## config.mk

```make
export PLATFORM = sky130hd
export DESIGN_NAME = ipsec_security_header_parser_top_flat
export DESIGN_NICKNAME = d
export VERILOG_FILES = /design/src/rtl/ishp_pkg.sv /design/src/rtl/ishp_in_if.sv /design/src/rtl/ishp_out_if.sv /design/src/rtl/ipsec_security_header_parser_top.sv /design/src/flat_wrapper.sv
export VERILOG_INCLUDE_DIRS = /design/src /design/src/rtl
export SDC_FILE = /design/constraint.sdc
export NUM_CORES = 1
export LEC_CHECK = 0
export BUFFER_PORTS_ARGS = -buffer_cell sky130_fd_sc_hd__buf_2
export CAP_MARGIN = 25
export CORE_MARGIN = 2
export CORE_UTILIZATION = 35
export CTS_CLUSTER_DIAMETER = 30
export CTS_CLUSTER_SIZE = 14
export DETAILED_ROUTE_END_ITERATION = 8
export GPL_TIMING_DRIVEN = 1
export SYNTH_ARGS = -nofsm -noshare
export SYNTH_HDL_FRONTEND = slang
export SYNTH_SLANG_ARGS = --single-unit
```

## constraint.sdc

```tcl
create_clock -name i_clk -period 5.77 [get_ports i_clk]
set_clock_uncertainty 0.1 [all_clocks]
set_input_delay 0.8655 -clock i_clk [delete_from_list [all_inputs] [get_ports i_clk]]
set_output_delay 0.8655 -clock i_clk [all_outputs]
set_load 0.01 [all_outputs]
```

## src/rtl/ipsec_security_header_parser_top_assert.svh

```systemverilog
// Assertion macros for the security header parser.
// Included by rtl modules that check their own logic; no other dependencies.
`ifndef IPSEC_SECURITY_HEADER_PARSER_TOP_ASSERT_SVH
`define IPSEC_SECURITY_HEADER_PARSER_TOP_ASSERT_SVH
`ifndef NO_ASSERTIONS
// same-cycle implication
`define ISHP_ASSERT_IMPLIES(label, clk, rst_n, ante, cons) \
    label: assert property (@(posedge clk) disable iff (!rst_n) (ante) |-> (cons)) \
        else $error("ishp assertion failed");
// next-cycle implication
`define ISHP_ASSERT_NEXT(label, clk, rst_n, ante, cons) \
    label: assert property (@(posedge clk) disable iff (!rst_n) (ante) |=> (cons)) \
        else $error("ishp assertion failed");
`else
`define ISHP_ASSERT_IMPLIES(label, clk, rst_n, ante, cons)
`define ISHP_ASSERT_NEXT(label, clk, rst_n, ante, cons)
`endif
`endif

```

## src/rtl/ishp_pkg.sv

```systemverilog
// Shared types, character codes and name tables for the security header parser.
// No dependencies.
package ishp_pkg;

    localparam int KEY_COUNT = 4;
    localparam int VALUE_W   = 32;

    typedef logic [1:0]          t_status;
    typedef logic [VALUE_W-1:0]  t_value;

    localparam t_status ST_OK         = 2'd0;
    localparam t_status ST_NO_MECH    = 2'd1;
    localparam t_status ST_NO_KEY     = 2'd2;
    localparam t_status ST_ZERO_VALUE = 2'd3;

    localparam logic [7:0] CH_NUL   = 8'h00;
    localparam logic [7:0] CH_COMMA = 8'h2C;
    localparam logic [7:0] CH_SEMI  = 8'h3B;
    localparam logic [7:0] CH_EQ    = 8'h3D;
    localparam logic [7:0] CH_I     = 8'h69;
    localparam logic [7:0] CH_X_LO  = 8'h78;
    localparam logic [7:0] CH_X_UP  = 8'h58;

    localparam logic [3:0] MECH_LEN = 4'd10;

    typedef struct packed {
        logic       ok;
        logic [3:0] val;
    } t_digit;

    typedef struct packed {
        t_status                        status;
        logic [KEY_COUNT-1:0][VALUE_W-1:0] value;
    } t_result;

    // "ipsec-3gpp"
    function automatic logic [7:0] mech_char(input logic [3:0] idx);
        logic [7:0] ch;
        unique case (idx)
            4'd0:    ch = 8'h69;
            4'd1:    ch = 8'h70;
            4'd2:    ch = 8'h73;
            4'd3:    ch = 8'h65;
            4'd4:    ch = 8'h63;
            4'd5:    ch = 8'h2D;
            4'd6:    ch = 8'h33;
            4'd7:    ch = 8'h67;
            4'd8:    ch = 8'h70;
            4'd9:    ch = 8'h70;
            default: ch = 8'h00;
        endcase
        return ch;
    endfunction

    // spi-c, spi-s, port-c, port-s
    function automatic logic [7:0] key_char(input logic [1:0] k, input logic [2:0] p);
        logic [7:0] ch;
        logic [7:0] tail;
        tail = k[0] ? 8'h73 : 8'h63;
        if (!k[1]) begin
            unique case (p)
                3'd0:    ch = 8'h73;
                3'd1:    ch = 8'h70;
                3'd2:    ch = 8'h69;
                3'd3:    ch = 8'h2D;
                3'd4:    ch = tail;
                default: ch = 8'h00;
            endcase
        end else begin
            unique case (p)
                3'd0:    ch = 8'h70;
                3'd1:    ch = 8'h6F;
                3'd2:    ch = 8'h72;
                3'd3:    ch = 8'h74;
                3'd4:    ch = 8'h2D;
                3'd5:    ch = tail;
                default: ch = 8'h00;
            endcase
        end
        return ch;
    endfunction

    function automatic logic [2:0] key_len(input logic [1:0] k);
        return k[1] ? 3'd6 : 3'd5;
    endfunction

    function automatic t_digit digit_of(input logic [7:0] c, input logic hex);
        t_digit d;
        d.ok  = 1'b0;
        d.val = 4'd0;
        if (c >= 8'h30 && c <= 8'h39) begin
            d.ok  = 1'b1;
            d.val = 4'(c - 8'h30);
        end else if (hex && c >= 8'h61 && c <= 8'h66) begin
            d.ok  = 1'b1;
            d.val = 4'(c - 8'h61 + 8'd10);
        end else if (hex && c >= 8'h41 && c <= 8'h46) begin
            d.ok  = 1'b1;
            d.val = 4'(c - 8'h41 + 8'd10);
        end
        return d;
    endfunction

endpackage

```

## src/rtl/ishp_in_if.sv

```systemverilog
// Character channel into the security header parser.
// No dependencies.
interface ishp_in_if;
    logic       valid;
    logic       ready;
    logic [7:0] text_char;
    logic       last_char;

    modport source (output valid, output text_char, output last_char, input ready);
    modport sink   (input valid, input text_char, input last_char, output ready);
endinterface

```

## src/rtl/ishp_out_if.sv

```systemverilog
// Result channel out of the security header parser.
// Depends on ishp_pkg.
interface ishp_out_if;
    logic               valid;
    logic               ready;
    ishp_pkg::t_status  status;
    ishp_pkg::t_value   spi_client;
    ishp_pkg::t_value   spi_server;
    ishp_pkg::t_value   port_client;
    ishp_pkg::t_value   port_server;

    modport source (output valid, output status, output spi_client, output spi_server,
                    output port_client, output port_server, input ready);
    modport sink   (input valid, input status, input spi_client, input spi_server,
                    input port_client, input port_server, output ready);
endinterface

```

## src/rtl/ipsec_security_header_parser_top.sv

```systemverilog
// Security-agreement header parser: one character per word, one result per header.
// Depends on ishp_pkg, ishp_in_if, ishp_out_if and the assertion macro header.
//
// Takes one header character per cycle, sustained. A character sits in an input
// register, then one update advances the mechanism matcher, the four key matchers
// and the four value accumulators (shift-add by ten or sixteen) at once; that update
// sets the rate. The word carrying the final character loads the result into the
// output register when it leaves the input register, and all parse state clears
// so the next word starts a new header. Ready drops only while a final character
// waits in the input register behind an untaken result; other characters keep flowing.
module ipsec_security_header_parser_top #(
    parameter int TEXT_BUFFER_BYTES  = 512,
    parameter int VALUE_BUFFER_BYTES = 64
) (
    input  logic          i_clk,
    input  logic          i_rst_n,
    ishp_in_if.sink       i_in,
    ishp_out_if.source    o_out
);
    import ishp_pkg::*;

    localparam int PW = $clog2(TEXT_BUFFER_BYTES);
    localparam int VW = $clog2(VALUE_BUFFER_BYTES);
    localparam logic [PW-1:0] POS_LIMIT = PW'(TEXT_BUFFER_BYTES - 1);
    localparam logic [VW-1:0] VAL_LIMIT = VW'(VALUE_BUFFER_BYTES - 1);

    // input register
    logic       r_in_valid;
    logic [7:0] r_in_char;
    logic       r_in_last;

    // parse state
    logic [PW-1:0]        r_pos,       n_pos;
    logic                 r_ended,     n_ended;
    logic [3:0]           r_mech_prog, n_mech_prog;
    logic                 r_mech_seen, n_mech_seen;
    logic [2:0]           r_key_prog [KEY_COUNT];
    logic [2:0]           n_key_prog [KEY_COUNT];
    logic [KEY_COUNT-1:0] r_found,     n_found;
    logic [KEY_COUNT-1:0] r_capt,      n_capt;
    logic [KEY_COUNT-1:0] r_hex,       n_hex;
    logic [KEY_COUNT-1:0] r_stop,      n_stop;
    logic [VW-1:0]        r_vcnt     [KEY_COUNT];
    logic [VW-1:0]        n_vcnt     [KEY_COUNT];
    t_value               r_acc      [KEY_COUNT];
    t_value               n_acc      [KEY_COUNT];

    // output register
    logic    r_out_valid;
    t_result r_out;
    t_result w_result;

    logic w_out_free;
    logic w_proc;
    logic w_accept;

    assign w_out_free = !r_out_valid || o_out.ready;
    // a non-final word never waits on the result side
    assign w_proc     = r_in_valid && (!r_in_last || w_out_free);
    assign i_in.ready = !r_in_valid || w_proc;
    assign w_accept   = i_in.valid && i_in.ready;

    always_ff @(posedge i_clk) begin
        if (!i_rst_n) begin
            r_in_valid <= 1'b0;
        end else if (w_accept) begin
            r_in_valid <= 1'b1;
        end else if (w_proc) begin
            r_in_valid <= 1'b0;
        end
    end

    always_ff @(posedge i_clk) begin
        if (w_accept) begin
            r_in_char <= i_in.text_char;
            r_in_last <= i_in.last_char;
        end
    end

    // per-character update
    always_comb begin
        logic [3:0] mp;
        t_digit     dv;
        logic [7:0] c;
        logic [2:0] kp;
        logic [7:0] first;
        c           = r_in_char;
        mp          = 4'd0;
        dv          = '0;
        kp          = 3'd0;
        first       = 8'd0;
        n_pos       = r_pos;
        n_ended     = r_ended;
        n_mech_prog = r_mech_prog;
        n_mech_seen = r_mech_seen;
        n_found     = r_found;
        n_capt      = r_capt;
        n_hex       = r_hex;
        n_stop      = r_stop;
        for (int k = 0; k < KEY_COUNT; k++) begin
            n_key_prog[k] = r_key_prog[k];
            n_vcnt[k]     = r_vcnt[k];
            n_acc[k]      = r_acc[k];
        end
        if (!r_ended && (r_pos < POS_LIMIT)) begin
            if (c == CH_NUL || c == CH_COMMA) begin
                n_ended = 1'b1;
            end else begin
                n_pos = r_pos + PW'(1);
                if (!r_mech_seen) begin
                    if (c == mech_char(r_mech_prog)) begin
                        mp = r_mech_prog + 4'd1;
                    end else begin
                        mp = (c == CH_I) ? 4'd1 : 4'd0;
                    end
                    if (mp == MECH_LEN) begin
                        n_mech_seen = 1'b1;
                        n_mech_prog = 4'd0;
                    end else begin
                        n_mech_prog = mp;
                    end
                end
                for (int k = 0; k < KEY_COUNT; k++) begin
                    // value capture
                    if (r_capt[k]) begin
                        if (c == CH_SEMI) begin
                            n_capt[k] = 1'b0;
                        end else if (r_vcnt[k] < VAL_LIMIT) begin
                            n_vcnt[k] = r_vcnt[k] + VW'(1);
                            if (!r_stop[k]) begin
                                if (r_vcnt[k] == VW'(1) && !r_hex[k] && r_acc[k] == '0 &&
                                    (c == CH_X_LO || c == CH_X_UP)) begin
                                    n_hex[k] = 1'b1;
                                end else begin
                                    dv = digit_of(c, r_hex[k]);
                                    if (!dv.ok) begin
                                        n_stop[k] = 1'b1;
                                    end else if (r_hex[k]) begin
                                        n_acc[k] = {r_acc[k][VALUE_W-5:0], 4'b0000}
                                                 + VALUE_W'(dv.val);
                                    end else begin
                                        n_acc[k] = (r_acc[k] << 3) + (r_acc[k] << 1)
                                                 + VALUE_W'(dv.val);
                                    end
                                end
                            end
                        end
                    end
                    // key matcher
                    kp    = r_key_prog[k];
                    first = key_char(2'(k), 3'd0);
                    if (!r_found[k]) begin
                        if (kp >= key_len(2'(k))) begin
                            if (c == CH_EQ) begin
                                n_found[k]    = 1'b1;
                                n_capt[k]     = 1'b1;
                                n_key_prog[k] = 3'd0;
                            end else begin
                                n_key_prog[k] = (c == first) ? 3'd1 : 3'd0;
                            end
                        end else if (c == key_char(2'(k), kp)) begin
                            n_key_prog[k] = kp + 3'd1;
                        end else begin
                            n_key_prog[k] = (c == first) ? 3'd1 : 3'd0;
                        end
                    end
                end
            end
        end
    end

    // report from the updated state
    always_comb begin
        logic ok;
        logic any_zero;
        ok              = n_mech_seen;
        any_zero        = 1'b0;
        w_result.value  = '0;
        for (int k = 0; k < KEY_COUNT; k++) begin
            ok = ok && n_found[k];
            if (ok) begin
                w_result.value[k] = n_acc[k];
            end
            if (n_acc[k] == '0) begin
                any_zero = 1'b1;
            end
        end
        if (!n_mech_seen) begin
            w_result.status = ST_NO_MECH;
        end else if (!(&n_found)) begin
            w_result.status = ST_NO_KEY;
        end else if (any_zero) begin
            w_result.status = ST_ZERO_VALUE;
        end else begin
            w_result.status = ST_OK;
        end
    end

    always_ff @(posedge i_clk) begin
        if (!i_rst_n || (w_proc && r_in_last)) begin
            r_pos       <= '0;
            r_ended     <= 1'b0;
            r_mech_prog <= 4'd0;
            r_mech_seen <= 1'b0;
            r_found     <= '0;
            r_capt      <= '0;
            r_hex       <= '0;
            r_stop      <= '0;
            for (int k = 0; k < KEY_COUNT; k++) begin
                r_key_prog[k] <= 3'd0;
                r_vcnt[k]     <= '0;
                r_acc[k]      <= '0;
            end
        end else if (w_proc) begin
            r_pos       <= n_pos;
            r_ended     <= n_ended;
            r_mech_prog <= n_mech_prog;
            r_mech_seen <= n_mech_seen;
            r_found     <= n_found;
            r_capt      <= n_capt;
            r_hex       <= n_hex;
            r_stop      <= n_stop;
            for (int k = 0; k < KEY_COUNT; k++) begin
                r_key_prog[k] <= n_key_prog[k];
                r_vcnt[k]     <= n_vcnt[k];
                r_acc[k]      <= n_acc[k];
            end
        end
    end

    always_ff @(posedge i_clk) begin
        if (!i_rst_n) begin
            r_out_valid <= 1'b0;
        end else if (w_proc && r_in_last) begin
            r_out_valid <= 1'b1;
        end else if (o_out.ready) begin
            r_out_valid <= 1'b0;
        end
    end

    always_ff @(posedge i_clk) begin
        if (w_proc && r_in_last) begin
            r_out <= w_result;
        end
    end

    assign o_out.valid       = r_out_valid;
    assign o_out.status      = r_out.status;
    assign o_out.spi_client  = r_out.value[0];
    assign o_out.spi_server  = r_out.value[1];
    assign o_out.port_client = r_out.value[2];
    assign o_out.port_server = r_out.value[3];

`include "ipsec_security_header_parser_top_assert.svh"

    `ISHP_ASSERT_NEXT(a_clear_after_report, i_clk, i_rst_n, (w_proc && r_in_last), ((r_pos == '0) && !r_ended && !r_mech_seen && (r_found == '0)))
    `ISHP_ASSERT_IMPLIES(a_capture_needs_key, i_clk, i_rst_n, 1'b1, ((r_capt & ~r_found) == '0))
    `ISHP_ASSERT_IMPLIES(a_ok_values_nonzero, i_clk, i_rst_n, (r_out_valid && (r_out.status == ST_OK)), ((r_out.value[0] != '0) && (r_out.value[1] != '0) && (r_out.value[2] != '0) && (r_out.value[3] != '0)))
    `ISHP_ASSERT_IMPLIES(a_no_mech_zero_values, i_clk, i_rst_n, (r_out_valid && (r_out.status == ST_NO_MECH)), (r_out.value == '0))
    `ISHP_ASSERT_NEXT(a_hold_unprocessed_word, i_clk, i_rst_n, (r_in_valid && !w_proc), (r_in_valid && $stable(r_in_char) && $stable(r_in_last)))

endmodule
```

## src/flat_wrapper.sv

```systemverilog
// flat-port wrapper written by rule: the top's interface ports become plain ports
module ipsec_security_header_parser_top_flat import ishp_pkg::*;
#(
    parameter int TEXT_BUFFER_BYTES  = 512,
    parameter int VALUE_BUFFER_BYTES = 64
)
  (i_clk, i_rst_n, i_in_valid, i_in_text_char, i_in_last_char, i_in_ready, o_out_valid, o_out_status, o_out_spi_client, o_out_spi_server, o_out_port_client, o_out_port_server, o_out_ready);
  ishp_in_if i_in_i ();
  ishp_out_if o_out_i ();
  input  logic i_clk;
  input  logic i_rst_n;
  input wire logic [$bits(i_in_i.valid)-1:0] i_in_valid;
  input wire logic [$bits(i_in_i.text_char)-1:0] i_in_text_char;
  input wire logic [$bits(i_in_i.last_char)-1:0] i_in_last_char;
  output wire logic [$bits(i_in_i.ready)-1:0] i_in_ready;
  output wire logic [$bits(o_out_i.valid)-1:0] o_out_valid;
  output wire logic [$bits(o_out_i.status)-1:0] o_out_status;
  output wire logic [$bits(o_out_i.spi_client)-1:0] o_out_spi_client;
  output wire logic [$bits(o_out_i.spi_server)-1:0] o_out_spi_server;
  output wire logic [$bits(o_out_i.port_client)-1:0] o_out_port_client;
  output wire logic [$bits(o_out_i.port_server)-1:0] o_out_port_server;
  input wire logic [$bits(o_out_i.ready)-1:0] o_out_ready;
  assign i_in_i.valid = i_in_valid;
  assign i_in_i.text_char = i_in_text_char;
  assign i_in_i.last_char = i_in_last_char;
  assign i_in_ready = i_in_i.ready;
  assign o_out_valid = o_out_i.valid;
  assign o_out_status = o_out_i.status;
  assign o_out_spi_client = o_out_i.spi_client;
  assign o_out_spi_server = o_out_i.spi_server;
  assign o_out_port_client = o_out_i.port_client;
  assign o_out_port_server = o_out_i.port_server;
  assign o_out_i.ready = o_out_ready;
  ipsec_security_header_parser_top #(.TEXT_BUFFER_BYTES(TEXT_BUFFER_BYTES), .VALUE_BUFFER_BYTES(VALUE_BUFFER_BYTES)) u_core (.i_clk(i_clk), .i_rst_n(i_rst_n), .i_in(i_in_i), .o_out(o_out_i));
endmodule
```

After elaboration in Yosys (flattened, before gate mapping)
Memories as Yosys holds them, arrays and structs flattened. A register that Yosys moved wholly into a read port is not among the register bits.
Cells that the tools add are included.

storage, ports and cells
  flip-flop bits (word level) = 172
  bits in writable memories = 164
  memory bits (read-only) = 112
  input bits = 13
  logic and storage cells = 412
  memories kept = 4

memory list
  name               depth  width  rd ports  clocked after memory_dff  wr ports  RTL line                                source
  u_core.r_acc       4      32     4         0                         4         ipsec_security_header_parser_top.sv:45  t_value r_acc [KEY_COUNT];
  (name not given)   16     7      1         1                         0         ishp_pkg.sv:39                          unique case (idx)
  u_core.r_vcnt      4      6      4         0                         4         ipsec_security_header_parser_top.sv:43  logic [VW-1:0] r_vcnt [KEY_COUNT];
  u_core.r_key_prog  4      3      4         0                         4         ipsec_security_header_parser_top.sv:37  logic [2:0] r_key_prog [KEY_COUNT];

operators by class
  add/subtract/negate cells = 27
  magnitude comparators = 15
  equal/unequal tests = 36
  multiplexer cells = 208
  bitwise operators = 19
  reductions and logical operators = 80

operators by type and width
  kind                                                             count
  32-bit 2-to-1 mux                                                32
  32-bit by 4-bit adder with 32-bit output                         8
  32-bit zero test                                                 8
  128-bit 2-to-1 mux                                               2
  5-bit 2-to-1 mux                                                 40
  8-bit 2-to-1 mux                                                 23
  32-bit adder                                                     4
  6-bit 2-to-1 mux                                                 16
  7-bit one-hot mux with 6 select lines                            2
  1-bit 2-to-1 mux                                                 58
  8-bit == test                                                    7
  3-bit 2-to-1 mux                                                 18
  24-bit 2-to-1 mux                                                2
  1-bit logical AND                                                37
  4-bit 2-to-1 mux                                                 9
  7-bit one-hot mux with 5 select lines                            1
  8-bit AND reduction                                              4
  7-bit one-hot mux with 4 select lines                            1
  6-bit by 1-bit adder with 6-bit output, second input constant    4
  3-bit by 2-bit == test with 1-bit output, second input constant  8
  6-bit by 1-bit == test with 1-bit output, second input constant  4
  8-bit by 6-bit == test with 1-bit output, second input constant  3
  8-bit by 7-bit == test with 1-bit output, second input constant  3
  6-bit < comparator, second input constant                        4
  27 further kinds                                                 87

Depth between registers and ports, before layout
  depth in word-level cells = 30
  depth in mapped cells = 23
  mapped depth without buffers = 22

Least setup slack after synthesis
Ideal clock, no wire load.

  kind = flip-flop to flip-flop
  start point = register u_core.r_in_char[0]
  end point = register u_core.r_out (netlist bit u_core.o_out.status[1]) (data pin)
  library setup time = 0.156 ns
  arrival time = 5.451 ns
  path slack = 0.063 ns
  stages on the path, launching flop included = 23
  path buffers = 2
  clock period less this slack = 5.707 ns
  cell sequence = edfxtp_1 > clkbuf_1 > inv_1 > ha_1 > o21bai_1 > a21oi_2 > clkbuf_1 > mux2i_1 > nor2_1 > ha_1 > ha_1 > fa_1 > a211oi_1 > o21ai_1 > a21oi_1 > o22ai_1 > o311a_1 > nor3_1 > and3_1 > nand4_1 > nor4b_2 > a21oi_1 > a41oi_2

on the way
  cells in the longest elaborated chain, start to end = 30

ends and longest elaborated chain
  item                                                                                  RTL line                                 source
  start, declared                                                                       ipsec_security_header_parser_top.sv:29   logic [7:0] r_in_char;
  start signal, assigned                                                                ipsec_security_header_parser_top.sv:75   r_in_char <= i_in.text_char;
  branches (longest 30 deep; another with 4-bit by 1-bit subtractor with 4-bit output)  --
  end signal, assigned                                                                  ipsec_security_header_parser_top.sv:243  r_out <= w_result;
  end, declared                                                                         ipsec_security_header_parser_top.sv:50   t_result r_out;

Several ways; the timed one is not identified. The select of a mux whose other input is x is not followed.
A chain may end at the register's enable or synchronous reset.

Final worst setup path
  start point = register u_core.r_in_char[1]
  end point = register u_core.r_out (netlist bit u_core.o_out.status[0]) (data pin)

Same word-level chain as after synthesis.

==> flow_summary.ini <==
[run_status]
status = finished clean

[synth]
synth-seq-cells = 343
synth-main-ff-cell = edfxtp_1
yosysWarnings = 0
synthArstFlopShare = 0
synth_edf_count = 303
synthesis.area_sq_um = 26530
ys_seq_area_frac = 0.3731
ys_types = 100
syn_inst = 2958
synth.net_count = 3251
synth.avg_cell_area_sq_um = 8.970

[floorplanning]
rows = 100
die_area_sq_um = 78030
initial_core_util = 0.3552
dieHeight_um = 279.3
ios = 145
dieWidth_um = 279.3
core_area_sq_um = 74700

[global_routing]
antenna_found_initial = 2
grt_max_degree = 110
grt_pass1_vias = 23270
grt_usage = 0.2088
overflow = 0
grt_pass1_wl_mm = 130.7

[timing]
finalCritPeriodShare = 0.9646
finalWorstSetupSlack_ns = 0.2043
hold_viol_final = 0
worst_slew_pin_slew_ns = 1.004
relSlewSlack = 0.3235
tns_ns = 0
fin_crit_ns = 5.566
slew_violations = 0
setup_viol = 0
max_freq_mhz = 179.7

[finish]
num-nets-final = 3489
antenna_cells = 0
fillers = 7260
drive_gt1_frac = 0.1651
stdcell_area_sq_um = 32530
post-route-util = 0.4355
syn_to_final_growth_pct = 22.59
fin_cells = 4240

[detailed_routing]
antenna_left = 0
vias = 24060
remaining_drc_errors = 0
drt-initial-drc-count = 1895
vias_per_cell = 5.675
routed_wl_mm = 83.62
wl_per_cell_um = 19.72
first_pass_iters = 8

[worst_hold_path]
hp-class = in -> reg

[placed_design]
postPlaceCellArea_sq_um = 28840
port_buffers = 144
place_congestion = 0.9396
pre_cts_ws_ns = -0.1024
dp.final_hpwl_mm = 60.65
dp.cells = 4051

[cts]
cts.sinks = 343
clk_pin_slew_ns = 0.05
cts_htree_levels = 3
numCtsBuffers = 92
cts_tree = yes
clockBufferDepth = 3
clk_latency_ns = 0.64
ctsRootBufferMaster = clkbuf_16

[critical_path]
worst_ep_required_time_ns = 6.16
crit_fanout = 6
critPathLaunchType = flop
end_kind = flop
critPathArrivalTime_ns = 5.95
worstSetupPathType = reg -> reg

[power]
ir_drop_v = 0.0002363
power_per_cell_area_nw_per_um2 = 294.1
leakage_uw = 0.01342

[job]
max_cap_viol_count = 0
power by group:
group,switching [uW],internal (uW)
clock network,1620,3660
registers,126,2800
logic,843,530
synth_stat cells (all sizes together), types with 9 or more instances:
library cell / number / share of area
a31o: 10 / 0.0033
and2: 29 / 0.0068
o22ai: 15 / 0.0038
mux2i: 51 / 0.019
a21oi: 236 / 0.045
o2111ai: 11 / 0.0041
o211ai: 41 / 0.012
and4: 14 / 0.0046
a2111oi: 12 / 0.0050
xor2: 57 / 0.019
nor3: 71 / 0.013
and3: 43 / 0.010
nand2b: 24 / 0.0057
xnor2: 55 / 0.018
a221oi: 10 / 0.0035
nor2b: 21 / 0.0050
nor4: 51 / 0.012
nor3b: 18 / 0.0051
a211oi: 52 / 0.015
a31oi: 25 / 0.0059
a21boi: 10 / 0.0028
a211o: 13 / 0.0043
o31ai: 16 / 0.0045
clkbuf: 116 / 0.016
nand2: 225 / 0.032
ha: 272 / 0.13
a21o: 38 / 0.011
or3: 20 / 0.0047
buf: 24 / 0.0054
inv: 72 / 0.010
nand4: 44 / 0.010
edfxtp: 303 / 0.34
nor4b: 9 / 0.0034
or4: 11 / 0.0031
dfxtp: 40 / 0.030
o21a: 25 / 0.0071
o21ai: 152 / 0.029
nor2: 494 / 0.070
o21bai: 23 / 0.0065
nand3: 70 / 0.013
or2: 14 / 0.0033
path summary, 6_finish.rpt:
path                       startpoint                endpoint  slack (ns)  cells after the start
setup / recovery  u_core.r_in_char[1]  u_core.o_out.status[0]        0.20                     22
hold reg to reg       u_core.r_pos[1]         u_core.r_pos[1]        0.38                      2
setup reg to reg  u_core.r_in_char[1]  u_core.o_out.status[0]        0.20                     22
hold / removal      i_in_text_char[5]     u_core.r_in_char[5]        0.31                      1
per-layer routing:
metal,vias up,GRT usage,share of wire
li1,11620,-,-
met5,-,0,0.00033
met3,135,0.03094,0.054
met4,4,0.07237,0.025
met2,702,0.3362,0.46
met1,11600,0.2856,0.46
metrics by stage:
| stage | hold WS, ns | power [uW] |
|---|---|---|
| finish | 0.3142 | 9568 |
| global route | 0.2946 | 9939 |
| global placement | 0.3551 | 4270 |
| CTS | 0.2764 | 9603 |
| detailed placement | 0.3678 | 4271 |
| floorplan | 0.3377 | 3874 |
sequential cells by signal, summed over array words and instances, names as in the netlist, named ones only:
register,count
u_core.r_mech_prog,4
u_core.r_hex,4
u_core.r_in_valid,1
u_core.r_vcnt,24
u_core.r_in_last,1
u_core.r_pos,9
u_core.r_ended,1
u_core.r_mech_seen,1
u_core.o_out.port_client,32
u_core.r_in_char,8
u_core.o_out.valid,1
u_core.r_capt,4
u_core.r_stop,4
u_core.r_found,4
u_core.o_out.status,2
u_core.r_key_prog,12
u_core.o_out.spi_server,32
u_core.o_out.port_server,32
u_core.o_out.spi_client,32
u_core.r_acc,128
critical path: stages (launching register included):
cell and delay (ns):
edfxtp_1 0.49, buf_4 0.19, and3_1 0.21, or3_4 0.43, a211oi_4 0.33, nor2_4 0.09
nor2_4 0.10, fa_2 0.48, fa_2 0.41, a211oi_2 0.22, buf_4 0.16, o21ai_1 0.09
a21oi_1 0.20, xor2_1 0.17, o211ai_1 0.13, o31ai_2 0.34, buf_4 0.15, and4bb_1 0.18
nand4_1 0.19, nor4b_4 0.35, buf_4 0.16, a211oi_1 0.04, a31oi_1 0.18
cells by family (layout without fill, tap and decap cells):
group / count (synthesis) / count (layout) / share of synthesized area
DFF: 343 / 343 / 0.3731
buffers and inverters: 213 / 526 / 0.03211
adders and majority gates: 280 / 280 / 0.1343
muxes: 55 / 55 / 0.02094
and+or+nand+nor: 1185 / 1185 / 0.2124
AOI/OAI and AO/OA: 770 / 770 / 0.1902
xor gates and xnor gates: 112 / 112 / 0.03697
cells in the final DEF (no fill, tap or decap), types with 43 or more instances in the layout:
cell and instances:
nor4_1 50, o21ai_0 137, buf_4 139, and3_1 43, nand3_1 70, mux2i_1 50, nand4_1 44, nor3_1 70
clkbuf_16 94, xnor2_1 55, a21oi_1 232, nor2_1 487, ha_1 267, nand2_1 221, xor2_1 57, edfxtp_1 303
buf_2 144, inv_1 68
cell type report:
| class | count | area [sq um] | share of cell area |
|---|---|---|---|
| sequential | 343 | 9905 | 0.3045 |
| tap | 969 | 1212 | 0.03727 |
| timing repair buffer | 284 | 1784 | 0.05485 |
| inverter | 73 | 279.0 | 0.008578 |
| clock inverter | 62 | 799.5 | 0.02458 |
| clock buffer | 107 | 2421 | 0.07443 |
| multi-input combinational | 2402 | 16130 | 0.4958 |
repair_timing:
action / in CTS / in global routing
endpoints found under the hold margin: 0 / 0
buffers inserted: 1 / 18
pin swaps: 5 / 37
resized for setup: 4 / 67
hold buffers: 0 / 0
endpoints found under the setup margin: 2 / 2
(Power assumes the default switching activity.)
